## config.mk

```make
export PLATFORM = sky130hd
export DESIGN_NAME = id_allocator_fifo_free_list_core
export DESIGN_NICKNAME = d
export VERILOG_FILES = /design/src/hw/rtl/idalloc_pkg.sv /design/src/hw/rtl/idalloc_ram.sv /design/src/hw/rtl/idalloc_ctrl.sv /design/src/hw/rtl/id_allocator_fifo_free_list_core.sv
export SDC_FILE = /design/constraint.sdc
export NUM_CORES = 2
export LEC_CHECK = 0
export ABC_CLOCK_PERIOD_IN_PS = 31300
export BUFFER_PORTS_ARGS = -buffer_cell sky130_fd_sc_hd__buf_4
export CAP_MARGIN = 20
export CORE_MARGIN = 2
export CORE_UTILIZATION = 53
export DETAILED_ROUTE_END_ITERATION = 10
export PLACE_DENSITY = 0.68
export SLEW_MARGIN = 10
export SYNTH_ARGS = -nofsm -noshare
export SYNTH_HDL_FRONTEND = slang
export SYNTH_SLANG_ARGS = --single-unit
```

## constraint.sdc

```tcl
create_clock -name clk -period 31.3 [get_ports clk]
set_input_delay 4.695 -clock clk [delete_from_list [all_inputs] [get_ports clk]]
set_output_delay 4.695 -clock clk [all_outputs]
set_load 0.1 [all_outputs]
```

## src/hw/rtl/idalloc_pkg.sv

```systemverilog
package idalloc_pkg;

  // identifier width as stored in the free list
  localparam int ID_W = 8;

  // operation codes
  localparam logic [2:0] OP_ALLOCATE = 3'd0;
  localparam logic [2:0] OP_RELEASE  = 3'd1;
  localparam logic [2:0] OP_CLAIM    = 3'd2;
  localparam logic [2:0] OP_PROBE    = 3'd3;
  localparam logic [2:0] OP_CLEAR    = 3'd4;

  // result status codes
  localparam logic [1:0] ST_OK   = 2'd0;
  localparam logic [1:0] ST_MISS = 2'd1;
  localparam logic [1:0] ST_FULL = 2'd2;

  // one result transfer towards the output stage
  typedef struct packed {
    logic [ID_W-1:0] result_id;
    logic [1:0]      status;
    logic [8:0]      free_count;
    logic [8:0]      high_water;
  } result_t;

endpackage

```

## src/hw/rtl/idalloc_ram.sv

```systemverilog
module idalloc_ram #(
  parameter int WIDTH = 8,
  parameter int DEPTH = 256,
  localparam int AW = (DEPTH > 1) ? $clog2(DEPTH) : 1
) (
  input  logic             clk,
  input  logic             we,
  input  logic [AW-1:0]    waddr,
  input  logic [WIDTH-1:0] wdata,
  input  logic [AW-1:0]    raddr,
  output logic [WIDTH-1:0] rdata
);

  logic [WIDTH-1:0] mem [DEPTH];

  always_ff @(posedge clk) begin
    if (we) begin
      mem[waddr] <= wdata;
    end
    rdata <= mem[raddr];
  end

endmodule

```

## src/hw/rtl/idalloc_ctrl.sv

```systemverilog
module idalloc_ctrl #(
  parameter int MAX_IDS = 256,
  localparam int AW = $clog2(MAX_IDS),
  localparam int CW = $clog2(MAX_IDS + 1)
) (
  input  logic                        clk,
  input  logic                        rst_n,
  input  logic                        in_valid,
  output logic                        in_stall,
  input  logic [2:0]                  in_operation,
  input  logic [idalloc_pkg::ID_W-1:0] in_target_id,
  output logic                        res_valid,
  input  logic                        res_ready,
  output idalloc_pkg::result_t        res,
  output logic                        ram_we,
  output logic [AW-1:0]               ram_waddr,
  output logic [idalloc_pkg::ID_W-1:0] ram_wdata,
  output logic [AW-1:0]               ram_raddr,
  input  logic [idalloc_pkg::ID_W-1:0] ram_rdata
);

  localparam int CMPW = (CW > idalloc_pkg::ID_W) ? CW : idalloc_pkg::ID_W;

  typedef enum logic [2:0] {
    S_IDLE,
    S_ALLOC,
    S_SCAN,
    S_COMPACT,
    S_DONE
  } state_t;

  state_t                      state_r;
  logic [AW-1:0]               head_r;
  logic [AW-1:0]               tail_r;
  logic [AW-1:0]               rd_ptr_r;
  logic [AW-1:0]               wr_ptr_r;
  logic [AW-1:0]               chk_addr_r;
  logic [CW-1:0]               count_r;
  logic [CW-1:0]               fresh_r;
  logic [CW-1:0]               rd_idx_r;
  logic [CW-1:0]               chk_idx_r;
  logic [CW-1:0]               mv_left_r;
  logic                        chk_v_r;
  logic                        mv_v_r;
  logic                        is_claim_r;
  logic [idalloc_pkg::ID_W-1:0] tgt_r;
  logic [idalloc_pkg::ID_W-1:0] res_id_r;
  logic [1:0]                  res_status_r;

  logic                        accept;
  logic                        hit;
  logic [CMPW-1:0]             tgt_ext;
  logic [CMPW-1:0]             tgt_inc;
  logic [CMPW-1:0]             fresh_ext;
  logic                        rel_reject;
  logic                        rel_top;
  logic                        list_full;
  logic                        rel_append;
  logic [AW:0]                 ring_sum;
  logic [AW-1:0]               ring_tail;

  function automatic logic [AW-1:0] ptr_inc(input logic [AW-1:0] p);
    ptr_inc = (p == AW'(MAX_IDS - 1)) ? '0 : p + 1'b1;
  endfunction

  // nothing is taken while reset is held
  assign in_stall = !rst_n || (state_r != S_IDLE);
  assign accept   = in_valid && !in_stall;
  assign hit      = chk_v_r && (ram_rdata == tgt_r);

  assign tgt_ext    = CMPW'(in_target_id);
  assign tgt_inc    = tgt_ext + 1'b1;
  assign fresh_ext  = CMPW'(fresh_r);
  assign rel_reject = (tgt_ext >= fresh_ext);
  assign rel_top    = (tgt_inc == fresh_ext);
  assign list_full  = (count_r == CW'(MAX_IDS));
  assign rel_append = !rel_reject && !rel_top && !list_full;

  // memory port steering
  always_comb begin
    ram_we    = 1'b0;
    ram_waddr = tail_r;
    ram_wdata = in_target_id;
    ram_raddr = head_r;
    case (state_r)
      S_IDLE: begin
        ram_we = accept && (in_operation == idalloc_pkg::OP_RELEASE) && rel_append;
      end
      S_SCAN: begin
        ram_raddr = rd_ptr_r;
      end
      S_COMPACT: begin
        ram_raddr = rd_ptr_r;
        ram_we    = mv_v_r;
        ram_waddr = wr_ptr_r;
        ram_wdata = ram_rdata;
      end
      default: ;
    endcase
  end

  always_ff @(posedge clk) begin
    if (!rst_n) begin
      state_r <= S_IDLE;
      head_r  <= '0;
      tail_r  <= '0;
      count_r <= '0;
      fresh_r <= '0;
      chk_v_r <= 1'b0;
      mv_v_r  <= 1'b0;
    end else begin
      unique case (state_r)
        S_IDLE: begin
          if (accept) begin
            tgt_r        <= in_target_id;
            is_claim_r   <= (in_operation == idalloc_pkg::OP_CLAIM);
            res_id_r     <= in_target_id;
            res_status_r <= idalloc_pkg::ST_MISS;
            state_r      <= S_DONE;
            unique case (in_operation) inside
              idalloc_pkg::OP_ALLOCATE: begin
                res_id_r <= '0;
                if (count_r != '0) begin
                  state_r <= S_ALLOC;
                end else if (fresh_r != CW'(MAX_IDS)) begin
                  res_id_r     <= idalloc_pkg::ID_W'(fresh_r);
                  fresh_r      <= fresh_r + 1'b1;
                  res_status_r <= idalloc_pkg::ST_OK;
                end
              end
              idalloc_pkg::OP_RELEASE: begin
                if (!rel_reject) begin
                  if (rel_top) begin
                    fresh_r      <= fresh_r - 1'b1;
                    res_status_r <= idalloc_pkg::ST_OK;
                  end else if (list_full) begin
                    res_status_r <= idalloc_pkg::ST_FULL;
                  end else begin
                    tail_r       <= ptr_inc(tail_r);
                    count_r      <= count_r + 1'b1;
                    res_status_r <= idalloc_pkg::ST_OK;
                  end
                end
              end
              idalloc_pkg::OP_CLAIM, idalloc_pkg::OP_PROBE: begin
                state_r  <= S_SCAN;
                rd_ptr_r <= head_r;
                rd_idx_r <= '0;
                chk_v_r  <= 1'b0;
              end
              idalloc_pkg::OP_CLEAR: begin
                head_r       <= '0;
                tail_r       <= '0;
                count_r      <= '0;
                fresh_r      <= '0;
                res_status_r <= idalloc_pkg::ST_OK;
              end
              default: ;
            endcase
          end
        end
        S_ALLOC: begin
          res_id_r     <= ram_rdata;
          res_status_r <= idalloc_pkg::ST_OK;
          head_r       <= ptr_inc(head_r);
          count_r      <= count_r - 1'b1;
          state_r      <= S_DONE;
        end
        S_SCAN: begin
          if (hit) begin
            res_status_r <= idalloc_pkg::ST_OK;
            chk_v_r      <= 1'b0;
            if (is_claim_r) begin
              state_r   <= S_COMPACT;
              wr_ptr_r  <= chk_addr_r;
              rd_ptr_r  <= ptr_inc(chk_addr_r);
              mv_left_r <= count_r - chk_idx_r - 1'b1;
              mv_v_r    <= 1'b0;
            end else begin
              state_r <= S_DONE;
            end
          end else if (rd_idx_r == count_r) begin
            chk_v_r <= 1'b0;
            state_r <= S_DONE;
          end else begin
            chk_v_r    <= 1'b1;
            chk_addr_r <= rd_ptr_r;
            chk_idx_r  <= rd_idx_r;
            rd_ptr_r   <= ptr_inc(rd_ptr_r);
            rd_idx_r   <= rd_idx_r + 1'b1;
          end
        end
        S_COMPACT: begin
          // read runs one entry ahead of the write-back
          if (mv_v_r) begin
            wr_ptr_r <= ptr_inc(wr_ptr_r);
          end
          if (mv_left_r != '0) begin
            rd_ptr_r  <= ptr_inc(rd_ptr_r);
            mv_left_r <= mv_left_r - 1'b1;
            mv_v_r    <= 1'b1;
          end else begin
            mv_v_r <= 1'b0;
            if (!mv_v_r) begin
              tail_r  <= wr_ptr_r;
              count_r <= count_r - 1'b1;
              state_r <= S_DONE;
            end
          end
        end
        S_DONE: begin
          if (res_ready) begin
            state_r <= S_IDLE;
          end
        end
        default: begin
          state_r <= S_IDLE;
        end
      endcase
    end
  end

  assign res_valid = (state_r == S_DONE);
  assign res = '{
    result_id:  res_id_r,
    status:     res_status_r,
    free_count: 9'(count_r),
    high_water: 9'(fresh_r)
  };

  // ring bookkeeping: tail sits count entries past head
  assign ring_sum  = {1'b0, head_r} + (AW + 1)'(count_r);
  assign ring_tail = AW'((ring_sum >= (AW + 1)'(MAX_IDS)) ?
                         ring_sum - (AW + 1)'(MAX_IDS) : ring_sum);

  a_count_bound: assert property (@(posedge clk) disable iff (!rst_n)
    count_r <= CW'(MAX_IDS))
    else $error("free list count beyond capacity");

  a_fresh_bound: assert property (@(posedge clk) disable iff (!rst_n)
    fresh_r <= CW'(MAX_IDS))
    else $error("high-water mark beyond capacity");

  a_ring: assert property (@(posedge clk) disable iff (!rst_n)
    tail_r == ring_tail)
    else $error("head, tail and count out of step");

  a_compact_end: assert property (@(posedge clk) disable iff (!rst_n)
    (state_r == S_COMPACT && mv_left_r == '0 && !mv_v_r) |=>
      (count_r == $past(count_r) - 1'b1))
    else $error("claim did not shorten the list");

  a_scan_ro: assert property (@(posedge clk) disable iff (!rst_n)
    (state_r == S_SCAN) |-> !ram_we)
    else $error("write to the free list during search");

endmodule

```

## src/hw/rtl/id_allocator_fifo_free_list_core.sv

```systemverilog
// Channel  Direction  Handshake           Payload
// in_      input      in_valid/in_stall   in_operation, in_target_id
// out_     output     out_valid/out_stall out_result_id, out_status,
//                                         out_free_count, out_high_water
//
// One item in work at a time. Release, clear, fresh allocate and unknown codes go straight
// to the result; allocate from the list first reads the head entry; probe and claim search
// the list, and a claim hit then compacts it. Search and compaction move one entry per
// cycle through the single read and write ports of the list memory.
// Synchronous reset empties the list and zeroes the mark; in_stall stays high during reset.
// A stalled result holds the output register; the next waits in the sequencer, in_stall high.
module id_allocator_fifo_free_list_core #(
  parameter int MAX_IDS = 256
) (
  input  logic       clk,
  input  logic       rst_n,
  input  logic       in_valid,
  output logic       in_stall,
  input  logic [2:0] in_operation,
  input  logic [7:0] in_target_id,
  output logic       out_valid,
  input  logic       out_stall,
  output logic [7:0] out_result_id,
  output logic [1:0] out_status,
  output logic [8:0] out_free_count,
  output logic [8:0] out_high_water
);

  localparam int AW = $clog2(MAX_IDS);

  idalloc_pkg::result_t         res;
  idalloc_pkg::result_t         out_res_r;
  logic                         res_valid;
  logic                         res_ready;
  logic                         out_valid_r;

  logic                         ram_we;
  logic [AW-1:0]                ram_waddr;
  logic [idalloc_pkg::ID_W-1:0] ram_wdata;
  logic [AW-1:0]                ram_raddr;
  logic [idalloc_pkg::ID_W-1:0] ram_rdata;

  // sequencer: decodes the operation, runs search and compaction
  idalloc_ctrl #(
    .MAX_IDS (MAX_IDS)
  ) u_ctrl (
    .clk          (clk),
    .rst_n        (rst_n),
    .in_valid     (in_valid),
    .in_stall     (in_stall),
    .in_operation (in_operation),
    .in_target_id (in_target_id),
    .res_valid    (res_valid),
    .res_ready    (res_ready),
    .res          (res),
    .ram_we       (ram_we),
    .ram_waddr    (ram_waddr),
    .ram_wdata    (ram_wdata),
    .ram_raddr    (ram_raddr),
    .ram_rdata    (ram_rdata)
  );

  // free list storage, kept as a ring from head to tail
  idalloc_ram #(
    .WIDTH (idalloc_pkg::ID_W),
    .DEPTH (MAX_IDS)
  ) u_list_ram (
    .clk   (clk),
    .we    (ram_we),
    .waddr (ram_waddr),
    .wdata (ram_wdata),
    .raddr (ram_raddr),
    .rdata (ram_rdata)
  );

  // output register: free when empty or when its transfer completes
  assign res_ready = !out_valid_r || !out_stall;

  always_ff @(posedge clk) begin
    if (!rst_n) begin
      out_valid_r <= 1'b0;
    end else if (res_ready) begin
      out_valid_r <= res_valid;
    end
  end

  always_ff @(posedge clk) begin
    if (res_ready && res_valid) begin
      out_res_r <= res;
    end
  end

  assign out_valid      = out_valid_r;
  assign out_result_id  = out_res_r.result_id;
  assign out_status     = out_res_r.status;
  assign out_free_count = out_res_r.free_count;
  assign out_high_water = out_res_r.high_water;

endmodule

```

-- After elaboration in Yosys (flattened, before gate mapping)
Memory sizes are Yosys's and may differ from the RTL's. A register that Yosys moved wholly into a read port is not among the register bits.
Cells that the tools add are included.
- bits in writable memories: 2048
- register bits after elaboration: 138
- output and inout port bits: 30
- input bits: 15
- memories: 1
- memories (name ; words ; width ; read ports ; clocked after Yosys merged registers in ; write ports ; RTL line ; RTL):
    u_list_ram.mem ; 256 ; 8 ; 1 ; 1 ; 1 ; idalloc_ram.sv:14 ; logic [WIDTH-1:0] mem [DEPTH];
- equal/unequal tests: 41
- reduce and logical (&&, ||, !) cells: 46
- bitwise operators: 2
- add/subtract/negate cells: 14
- $lt $le $gt $ge: 1
- mux-type cells: 88
- operators by type and width (kind ; number):
    two-way mux 8 bit ; 29
    two-way mux 9 bit ; 17
    case mux 8 bit (2 select lines) ; 5
    case mux 9 bit (2 select lines) ; 3
    case mux 9 bit (3 select lines) ; 2
    adder 8 x 1 -> 8 bit, second input constant ; 5
    equality test 8 bit, second input constant ; 5
    subtractor 9 x 1 -> 9 bit, second input constant ; 4
    adder 9 x 1 -> 9 bit, second input constant ; 3
    two-way mux 3 bit ; 8
    case mux 8 bit (3 select lines) ; 1
    equality test 9 bit ; 2
    nonzero test 9 bit ; 2
    != test 2 x 1 -> 1 bit, second input constant ; 8
    != test 2 bit, second input constant ; 8
    AND reduction 8 bit ; 2
    case mux 3 bit (5 select lines) ; 1
    AND reduction 3 bit ; 5
    AND reduction 5 bit ; 3
    nonzero test 3 bit ; 5
    AND reduction 7 bit ; 2
    equality test 3 x 2 -> 1 bit, second input constant ; 4
    two-way mux 2 bit ; 6
    case mux 2 bit (3 select lines) ; 2
    other kinds (23) ; 60

-- Longest topological paths before layout
- word-level depth: 9
- depth in mapped cells: 14
- depth with buffers taken out: 12

-- Modules after synthesis
A second synthesis with hierarchy kept.
- cells, all modules: 4630
- area, all modules: 87829.2 µm²
- modules (own cells, without submodules) (module ; area an instance (µm²) ; instances ; cells an instance ; seq. area each (µm²)):
    idalloc_ram ; 79556.3 ; 1 ; 3733 ; 61659.1
    idalloc_ctrl ; 7390.8 ; 1 ; 864 ; 2882.8
    id_allocator_fifo_free_list_core ; 882.1 ; 1 ; 33 ; 860.8

-- Worst setup path after synthesis
Ideal clock, no wire load.
- path type: in2reg
- start: input in_target_id[0]
- end: memory u_list_ram.mem[0][0], data pin
- path buffers: 0
- data required time: 29111 ps
- cell stages on the path: 2
- path slack: 14465 ps
- data arrival time: 14647 ps
- cells stage by stage: inv_1 > o21ai_0
- longest elaborated chain between the ends: 1
- ends and longest elaborated chain (item ; RTL line ; RTL):
    from (decl) ; id_allocator_fifo_free_list_core.sv:20 ; input logic [7:0] in_target_id,
    two-way mux 8 bit ; idalloc_ctrl.sv:85 ; case (state_r)
    via ram_wdata, one bit ; id_allocator_fifo_free_list_core.sv:39 ; logic [idalloc_pkg::ID_W-1:0] ram_wdata;
    to (decl) ; idalloc_ram.sv:14 ;
The timed path passes the listed nets, and every way through them passes these cells.

-- Worst setup path in the final report
- start: input rst_n
- end: output in_stall
- longest elaborated chain between the ends: 2
- ends and longest elaborated chain (item ; RTL line ; RTL):
    from (decl) ; id_allocator_fifo_free_list_core.sv:16 ; input logic rst_n,
    zero test 1 bit ; -- ;
    logical OR 1 bit ; idalloc_ctrl.sv:67 ; assign in_stall = !rst_n || (state_r != S_IDLE);
    to (decl) ; id_allocator_fifo_free_list_core.sv:18 ; output logic in_stall,
Every way passes these cells.

==> flow_summary.json <==
{
  "outcome": "complete, no violations",
  "synth_xor_area_share_pct": 0.6930,
  "wl_met1_mm": 102.1,
  "synthMuxAreaShare_pct": 4.377,
  "skew_ns": 0.04427,
  "grt_usage_pct": 32.87,
  "worst_r2r_path_depth": 12,
  "p_leak_nw": 31.83,
  "cts_setup_buffers": 0,
  "initial_core_util_pct": 53.50,
  "multiInputGateArea_um2": 21470,
  "setup_violations": 0,
  "hold_viol": 0,
  "synth_area_um2": 88470,
  "async_flop_share_pct": 0,
  "mostFrequentLayoutCell": "edfxtp_1",
  "clock_latency_ns": 0.87,
  "top_layer": "met5",
  "antenna_found_initial": 18,
  "finalPower_w": 0.006172,
  "syn2layout_area_growth_pct": 10.94,
  "fin_crit_sh_pct": 31.87,
  "dieHeight_um": 412.6,
  "netlist_instances": 6257,
  "crit_path_start_kind": "input pin",
  "slew-limit-headroom_pct": 16.65,
  "avgSynthCellArea_um2": 14.14,
  "yosysUniqueCellTypes": 81,
  "rows": 149,
  "totalWireLength_mm": 281.7,
  "dp_slack_ns": 21.32,
  "num-nets-final": 6298,
  "critPathRequiredTime_ns": 26.61,
  "most-common-layout-cells": "edfxtp_1, nand2_1, nor2_1, nand3_1, a21oi_1",
  "synth_edf_count": 2146,
  "clk_pin_slew_worst_paths_ns": 0.06,
  "yosys.area_share.simple_pct": 11.20,
  "r2r-end": "u_list_ram.rdata[4]",
  "io_buffers": 44,
  "ant_nets": 0,
  "arrival_ns": 5.28,
  "finalSetupTns_ns": 0,
  "cts.path.max_buffers": 3,
  "grt_start_max_net_pins": 168,
  "p_per_area_nw_per_um2": 62.88,
  "critPathMaxFanout": 20,
  "met2_length_mm": 122.2,
  "drc_errors": 0,
  "syn-num-nets": 6307,
  "grt_overflow": 0,
  "ff_latch_area_um2": 65400,
  "hold_end": "out_result_id[7]",
  "r2r_start": "u_ctrl.state_r[2]",
  "htree_levels": 4,
  "drt_iter0_markers": 10206,
  "ys_seq_area_share_pct": 73.92,
  "ctsHoldBuffers": 0,
  "rsz0062_at_grt": "false",
  "worst_hold_slack_ns": 0.4187,
  "ios": 45,
  "critical_path_class": "input pin to output pin",
  "synthFlopType": "edfxtp_1",
  "ir_drop_uv": 55.97,
  "fmax_ghz": 0.1002,
  "core_um2": 165400,
  "vias": 57822,
  "min_period_ns": 9.977,
  "ys_ff_latch": 2194,
  "grt_pass1_wl_mm": 397.2,
  "cts-root-buf": "clkbuf_16",
  "crit_start": "rst_n",
  "synth_warnings": 0,
  "wl_per_cell_um": 32.66,
  "synth_compound_area_share_pct": 7.095,
  "holdCritPathClass": "flip-flop to flip-flop",
  "dieArea_um2": 170200,
  "holdCritStartpoint": "u_ctrl.res_id_r[7]",
  "synth_top_family_by_area": "simple AND/OR/NAND/NOR gates",
  "dieWidth_um": 412.6,
  "grt_pass1_vias": 54401,
  "via_per_inst": 6.703,
  "ctsResizeCount": 0,
  "numCtsBuffers": 212,
  "wl_met3_mm": 40.10,
  "cts_tree": "built",
  "synthAdderAreaFrac_pct": 0.5120,
  "hold_depth": 0,
  "dp_hpwl_mm": 173.0,
  "drive_above_1_share_pct": 10.05,
  "end_kind": "output pin",
  "clkSinkCount": 2194,
  "nFillCells": 12458,
  "tightest_slew_ns": 1.244,
  "reg2reg_slack_ns": 24.60,
  "dr.pass1.iters": 9,
  "fin_ws_ns": 21.32,
  "slew_violations": 0,
  "maxCapViolCount": 0,
  "gp_congestion": 1.017
}
[cells by family after synthesis]
logic type,Yosys count
AOI/OAI and AO/OA,950
xor gates and xnor gates,70
adders and majority gates,35
buffers and inverters,423
DFF,2194
muxes,255
and+or+nand+nor,2330
[area by class of cell]
class / instances / area share, %
Sequential cell: 2194 / 66.63
Tap cell: 2189 / 2.790
Antenna cell: 7 / 0.01785
Multi-Input combinational cell: 3640 / 21.87
Timing Repair Buffer: 162 / 1.364
Clock buffer: 248 / 5.606
Inverter: 38 / 0.1453
Clock inverter: 148 / 1.569
[where the power goes]
group	switching [W]	total, W	internal (W)
clock	0.00112	0.00259	0.00147
combinational	0.000261	0.000335	0.0000739
sequential	0.0000106	0.00324	0.00323
total	0.00139	0.00617	0.00478
[worst max-delay path by stage]
stage	end	slack [ns]
after floorplan	u_list_ram.mem[0][0]	14.46
after global placement	in_stall	21.32
after detailed placement	in_stall	21.32
after CTS	in_stall	21.32
after global routing	in_stall	21.28
final	in_stall	21.32
[state kept, by name (all words and copies together), names as in the netlist, 3 cells and up]
register,count
u_ctrl.chk_idx_r,9
u_ctrl.fresh_ext,9
u_ctrl.count_r,9
u_list_ram.mem,2048
u_ctrl.wr_ptr_r,8
out_free_count,9
u_ctrl.head_r,8
u_ctrl.tail_r,8
u_ctrl.res_id_r,8
u_ctrl.mv_left_r,9
out_result_id,8
u_ctrl.state_r,3
u_ctrl.chk_addr_r,8
u_ctrl.tgt_r,8
out_high_water,9
u_list_ram.rdata,8
u_ctrl.rd_idx_r,9
u_ctrl.rd_ptr_r,8
[cells in the mapped netlist, drive strengths merged (35+ instances only)]
master | n | area [µm²]
edfxtp | 2146 | 64440
nand2 | 1262 | 4737
nor2 | 448 | 1699
nand3 | 340 | 1702
a21oi | 271 | 1364
buf | 242 | 1267
a31oi | 157 | 1001
mux2i | 145 | 1451
clkbuf | 143 | 536.8
o21ai | 109 | 549.3
a22oi | 105 | 788.3
mux4 | 105 | 2365
a32oi | 99 | 867.1
nand4 | 79 | 494.2
nor3 | 56 | 296.5
a221oi | 52 | 461.7
dfxtp | 48 | 960.9
xor2 | 39 | 341.6
inv | 37 | 138.9
o22ai | 35 | 225.2
[worst max-delay path, cell delays in order]
cell and delay (ns):
buf_4 0.23, nand2_1 0.09, buf_4 0.26
[layer usage]
metal,vias up,track usage (%)
met5,-,0
met4,12,17.71
met3,743,10.11
met2,4628,47.50
met1,28678,44.80
li1,23761,-
[per-stage QoR]
stage | std cells | cell area [µm²] | utilization (%)
after floorplan | 6257 | 88470 | -
after global placement | 8221 | 91080 | 55.08
after detailed placement | 8221 | 91080 | 55.08
after CTS | 8617 | 98120 | 59.34
after global routing | 8619 | 98130 | 59.34
final | 8626 | 98150 | 59.36
Power figures use the tool's default switching activity.
